--- src/rtl/pewl_pkg.sv ---
// Package: types, constants and tables shared by the logger modules
`timescale 1ns / 1ps
package pewl_pkg;

    localparam logic [1:0] KIND_DISPLAY = 2'd0;
    localparam logic [1:0] KIND_LOG     = 2'd1;
    localparam logic [1:0] KIND_BUTTON  = 2'd2;

    localparam logic [0:0] OP_SAMPLE = 1'b0;
    localparam logic [0:0] OP_BUTTON = 1'b1;

    // APB byte addresses of the configuration registers
    localparam logic [2:0] ADDR_DISP_INTERVAL = 3'd0;
    localparam logic [2:0] ADDR_LONG_PRESS    = 3'd4;

    localparam logic [15:0] DISP_INTERVAL_RESET = 16'd500;
    localparam logic [15:0] LONG_PRESS_RESET    = 16'd400;
    localparam logic [31:0] LOG_INTERVAL_RESET  = 32'd500;

    localparam int IN_DATA_W  = 113;
    localparam int OUT_DATA_W = 208;

    typedef enum logic [3:0] {
        ST_IDLE,
        ST_BUTTON,
        ST_EMUL,
        ST_EACC,
        ST_CHECK,
        ST_DIV_START,
        ST_DIV_RUN,
        ST_FINISH,
        ST_OUT,
        ST_WAIT
    } state_t;

    // controller -> datapath
    typedef struct packed {
        logic       load_item;
        logic       do_button;
        logic       energy_mul;
        logic       energy_acc;
        logic       accumulate;
        logic       div_start;
        logic [1:0] div_sel;     // which sum: bus, shunt, current
        logic       win_log;     // 0 display, 1 log
        logic       finish_mul;
        logic       build_out;
        logic       last;
        logic       clear_win;
    } cmd_t;

    // datapath -> controller
    typedef struct packed {
        logic is_button;
        logic disp_due;
        logic log_due;
        logic logging;
        logic div_done;
    } stat_t;

    function automatic logic [31:0] interval_lookup(input logic [2:0] idx);
        logic [31:0] r;
        begin
            case (idx)
                3'd0: r = 32'd500;
                3'd1: r = 32'd1000;
                3'd2: r = 32'd5000;
                3'd3: r = 32'd10000;
                3'd4: r = 32'd30000;
                3'd5: r = 32'd60000;
                3'd6: r = 32'd300000;
                3'd7: r = 32'd600000;
                default: r = 32'd500;
            endcase
            interval_lookup = r;
        end
    endfunction

endpackage

--- src/rtl/pewl_ctrl.sv ---
// Controller state machine sequencing one word through the datapath
`timescale 1ns / 1ps
module pewl_ctrl (
    input  logic            clk,
    input  logic            rst_n,
    input  logic            in_fire,
    input  logic            out_busy,
    input  pewl_pkg::stat_t stat,
    output logic            in_ready,
    output pewl_pkg::cmd_t  cmd
);
    pewl_pkg::state_t state_reg, state_next;
    logic       win_reg, win_next;
    logic [1:0] sel_reg, sel_next;

    always_comb
    begin
        state_next = state_reg;
        win_next   = win_reg;
        sel_next   = sel_reg;
        case (state_reg)
            pewl_pkg::ST_IDLE:
                if (in_fire)
                    state_next = pewl_pkg::ST_WAIT;
            pewl_pkg::ST_WAIT:
                state_next = stat.is_button ? pewl_pkg::ST_BUTTON : pewl_pkg::ST_EMUL;
            pewl_pkg::ST_BUTTON:
                if (!out_busy)
                    state_next = pewl_pkg::ST_IDLE;
            pewl_pkg::ST_EMUL:
                state_next = pewl_pkg::ST_EACC;
            pewl_pkg::ST_EACC:
            begin
                state_next = pewl_pkg::ST_CHECK;
                win_next   = 1'b0;
            end
            pewl_pkg::ST_CHECK:
            begin
                sel_next = 2'd0;
                if (!win_reg)
                begin
                    if (stat.disp_due)
                        state_next = pewl_pkg::ST_DIV_START;
                    else
                        win_next = 1'b1;
                end
                else if (stat.log_due && stat.logging)
                    state_next = pewl_pkg::ST_DIV_START;
                else
                    state_next = pewl_pkg::ST_IDLE;
            end
            pewl_pkg::ST_DIV_START:
                state_next = pewl_pkg::ST_DIV_RUN;
            pewl_pkg::ST_DIV_RUN:
                if (stat.div_done)
                begin
                    if (sel_reg == 2'd2)
                        state_next = pewl_pkg::ST_FINISH;
                    else
                    begin
                        sel_next   = sel_reg + 2'd1;
                        state_next = pewl_pkg::ST_DIV_START;
                    end
                end
            pewl_pkg::ST_FINISH:
                state_next = pewl_pkg::ST_OUT;
            pewl_pkg::ST_OUT:
                if (!out_busy)
                begin
                    if (!win_reg)
                    begin
                        win_next   = 1'b1;
                        state_next = pewl_pkg::ST_CHECK;
                    end
                    else
                        state_next = pewl_pkg::ST_IDLE;
                end
            default:
                state_next = pewl_pkg::ST_IDLE;
        endcase
    end

    always_comb
    begin
        cmd        = '0;
        cmd.div_sel = sel_reg;
        cmd.win_log = win_reg;
        in_ready   = 1'b0;
        case (state_reg)
            pewl_pkg::ST_IDLE:
            begin
                in_ready      = 1'b1;
                cmd.load_item = in_fire;
            end
            pewl_pkg::ST_BUTTON:
                if (!out_busy)
                begin
                    cmd.do_button = 1'b1;
                    cmd.build_out = 1'b1;
                    cmd.last      = 1'b1;
                end
            pewl_pkg::ST_EMUL:
            begin
                cmd.energy_mul = 1'b1;
                cmd.accumulate = 1'b1;
            end
            pewl_pkg::ST_EACC:
                cmd.energy_acc = 1'b1;
            pewl_pkg::ST_CHECK:
                // a log window that expires with logging off just restarts
                if (win_reg && stat.log_due && !stat.logging)
                    cmd.clear_win = 1'b1;
            pewl_pkg::ST_DIV_START:
                cmd.div_start = 1'b1;
            pewl_pkg::ST_FINISH:
                cmd.finish_mul = 1'b1;
            pewl_pkg::ST_OUT:
                if (!out_busy)
                begin
                    cmd.build_out = 1'b1;
                    cmd.clear_win = 1'b1;
                    cmd.last      = win_reg || !(stat.log_due && stat.logging);
                end
            default:
                in_ready = 1'b0;
        endcase
    end

    always_ff @(posedge clk or negedge rst_n)
    begin
        if (!rst_n)
        begin
            state_reg <= pewl_pkg::ST_IDLE;
            win_reg   <= 1'b0;
            sel_reg   <= 2'd0;
        end
        else
        begin
            state_reg <= state_next;
            win_reg   <= win_next;
            sel_reg   <= sel_next;
        end
    end
endmodule

--- config.mk ---
export PLATFORM = sky130hd
export DESIGN_NAME = pewl_ctrl
export DESIGN_NICKNAME = d
export VERILOG_FILES = /design/src/rtl/pewl_pkg.sv /design/src/rtl/pewl_ctrl.sv
export SDC_FILE = /design/constraint.sdc
export NUM_CORES = 1
export LEC_CHECK = 0
export ABC_CLOCK_PERIOD_IN_PS = 1800
export BUFFER_PORTS_ARGS = -buffer_cell sky130_fd_sc_hd__buf_2
export CAP_MARGIN = 0
export CORE_ASPECT_RATIO = 1.1
export CORE_MARGIN = 1
export CORE_UTILIZATION = 35
export DETAILED_ROUTE_END_ITERATION = 7
export SLEW_MARGIN = 10
export SYNTH_ARGS = -nofsm -noshare
export SYNTH_HDL_FRONTEND = slang
export SYNTH_SLANG_ARGS = --single-unit
export TNS_END_PERCENT = 10
--- constraint.sdc ---
create_clock -name clk -period 1.8 [get_ports clk]
set_clock_uncertainty 0.1 [all_clocks]
set_input_delay 0.27 -clock clk [delete_from_list [all_inputs] [get_ports clk]]
set_output_delay 0.27 -clock clk [all_outputs]
set_load 0.05 [all_outputs]
==> run_results.csv <==
group,metric,value,unit
route,ant_nets,0,
worst_setup_path,r2r_cells,6,
hold_path,hp-class,"input port to flip-flop",
synth,syn-num-nets,96,
power_and_ir_drop,static-leakage-power,0.443,nW
global_route,overflow,0,
global_route,grt_pass1_vias,611,
worst_setup_path,cp_max_fo,6,
placement,dp_hpwl,1330,um
die,die_x,43.6,um
placement,gp_congestion,0.794,
global_route,grt.total_usage,0.178,
placement,placed_cells,127,
clocking,cts_tree,"done",
global_route,grt_pass1_wl,2660,um
die,ios,23,
timing,fin_setup_tns,0,ps
finish,diodes,0,
synth,synth_area_leaders,"dfrtp_1 26%, nand2b_1 5.6%, nor2_1 5.6%",
die,placementRows,16,
global_route,antenna_found_initial,0,
die,die-area,2080,um2
run,cap_violations,0,
clocking,cts_root_buf,"clkbuf_4",
finish,largest_reg_flops,4,
finish,drive_gt1_frac,0.436,
synth,ys_seq_area_frac,0.263,
timing,rsz0062_at_grt,"true",
finish,fin_nets,128,
synth,syn_inst,86,
clocking,htreeDepth,1,
timing,hold_viol,0,
worst_setup_path,worst-setup-path-type,"flip-flop to output pin",
worst_setup_path,arrival,1410,ps
timing,setup_violations,0,
power_and_ir_drop,peakVddDrop,0.00117,V
synth,syn_area,666,um2
timing,slew_viol_final,0,
placement,port_buffers,22,
clocking,cts_buffer_depth,2,
power_and_ir_drop,p_sw_frac,0.531,
route,drt-wirelength-per-cell,13.7,um
power_and_ir_drop,p_int,0.000992,W
power_and_ir_drop,power_density,2150,nW/um2
power_and_ir_drop,seqPwrFrac,0.141,
timing,layout_min_cycle_time,1780,ps
route,drt_iter0_drc,24,
timing,worst_slew_pin_slew,350,ps
synth,avgSynthCellArea,7.74,um2
die,die-height,47.7,um
clocking,clock_latency,260,ps
finish,area_growth,47.9,%
timing,fmax,560,MHz
global_route,grt_max_degree,12,
die,core,1780,um2
timing,slew_headroom,0.765,
finish,fin_cells,135,
worst_setup_path,endpoint_kind,"output pin",
run_status,violations,"DRC",
die,start_util,0.374,
power_and_ir_drop,pwr-share-comb,0.790,
synth,synth_flop_cell,"dfrtp_1",
route,via_per_inst,5.83,
finish,layout_commonest_cell,"buf_2",
clocking,cts_made_buffers,3,
timing,final.period_utilization,0.992,
synth,yosysTopAreaCellShare,0.263,
route,num_vias,787,
worst_setup_path,cp-start-kind,"flip-flop",
synth,synth_top_cell_by_area,"dfrtp_1",
synth,async_reset_ff_frac,1.00,
clocking,cts.sinks,7,
worst_setup_path,crit_required,1430,ps
route,totalWireLength,1860,um
synth,synthDistinctLibCells,40,
power_and_ir_drop,pwr-share-clk,0.069,
finish,nFillCells,167,
route,drtPass1Iterations,6,
synth,yosys_register_bits,7,
synth,synth-edff-count,0,
clocking,clk_pin_slew_worst_paths,60,ps
route,drc,4,
finish,final_cell_mix,"13 x buf_2, 12 x buf_4, 9 x nor2_1, 7 x nand2_1, 6 x buf_6",
run_status,status,"finished with violations",
power_and_ir_drop,p_sw,0.00112,W
synth,ys_warn_count,0,
hold_path,min_path_cells,2,
-- power groups by stage --
stage | clock network (W) | registers (W) | logic (W)
6_report | 0.000146 | 0.000298 | 0.00167
5_1_grt | 0.000168 | 0.000304 | 0.00179
4_1_cts | 0.000152 | 0.000289 | 0.00148
3_5_place_dp | 0 | 0.000293 | 0.00138
3_3_place_gp | 0 | 0.000290 | 0.00138
2_1_floorplan | 0 | 0.000281 | 0.00107
-- final cells by class --
type                       instances  area (um2)  area share
clock buffer                       3        22.5      0.0229
clock inverter                     1        5.00     0.00508
inverter                           4        15.0      0.0152
multi-input combinational         67         479       0.487
sequential                         7         178       0.180
tap                               18        22.5      0.0229
timing repair buffer              35         263       0.267
-- metal layers --
| metal | GRT usage | wire length, um | up-vias |
|---|---|---|---|
| li1 | - | - | 378 |
| met1 | 0.227 | 810 | 385 |
| met2 | 0.296 | 949 | 24 |
| met3 | 0.0604 | 95 | 0 |
| met4 | 0.0375 | 0 | 0 |
| met5 | 0 | 0 | - |
-- metrics by stage --
step	hold slack [ps]	instance area, um2	setup slack, ps	total power, W	utilization
floorplan	-126	682	-414	0.00136	-
global placement	12.4	833	129	0.00167	0.468
detailed placement	7.89	833	128	0.00168	0.468
CTS	163	905	-31.2	0.00192	0.508
global route	165	985	-49.7	0.00226	0.553
finish	179	985	15.3	0.00211	0.553
-- repair_timing --
item | 4_1_cts | 5_1_grt
gates resized for setup | 9 | 22
endpoints found under the hold margin | 7 | 0
hold buffers | 1 | 0
pin swaps | 0 | 3
buffers inserted | 1 | 2
setup endpoints to repair | 11 | 11
-- final timing paths --
| path | from | to | slack [ps] |
|---|---|---|---|
| setup / recovery | state_reg[2] | cmd[12] | 20 |
| hold / removal | stat[0] | state_reg[1] | 180 |
| setup reg to reg | state_reg[2] | sel_reg[0] | 120 |
| hold reg to reg | win_reg | win_reg | 440 |
| max in group asynchronous | rst_n | state_reg[2] | 1150 |
| min in group asynchronous | rst_n | state_reg[3] | 290 |
-- worst max-delay path, cell delays in order, from the launching register on --
cell	delay, ps
dfrtp_2	430
or2_4	300
nor3_4	130
and2_4	170
buf_8	130
-- cell usage after synthesis (2+ instances only) --
| cell type | instances |
|---|---|
| clkbuf_1 | 2 |
| a21oi_1 | 3 |
| inv_1 | 4 |
| a21boi_0 | 2 |
| and2_1 | 2 |
| nor2_1 | 10 |
| buf_4 | 2 |
| a21o_1 | 2 |
| a22o_1 | 2 |
| nor3_1 | 4 |
| nand2_1 | 7 |
| o32ai_1 | 2 |
| nand2b_1 | 6 |
| dfrtp_1 | 7 |
| buf_2 | 3 |
| nand3b_1 | 3 |
| nor2b_1 | 2 |
-- cell families after synthesis --
family                     after synthesis  synth area share
AOI/OAI and AO/OA                       25             0.280
adders and majority gates                1            0.0188
xor gates and xnor gates                 1            0.0132
DFF                                      7             0.263
and+or+nand+nor                         39             0.314
muxes                                    1            0.0150
buffers and inverters                   12            0.0958
Power figures use the tool's default switching activity.
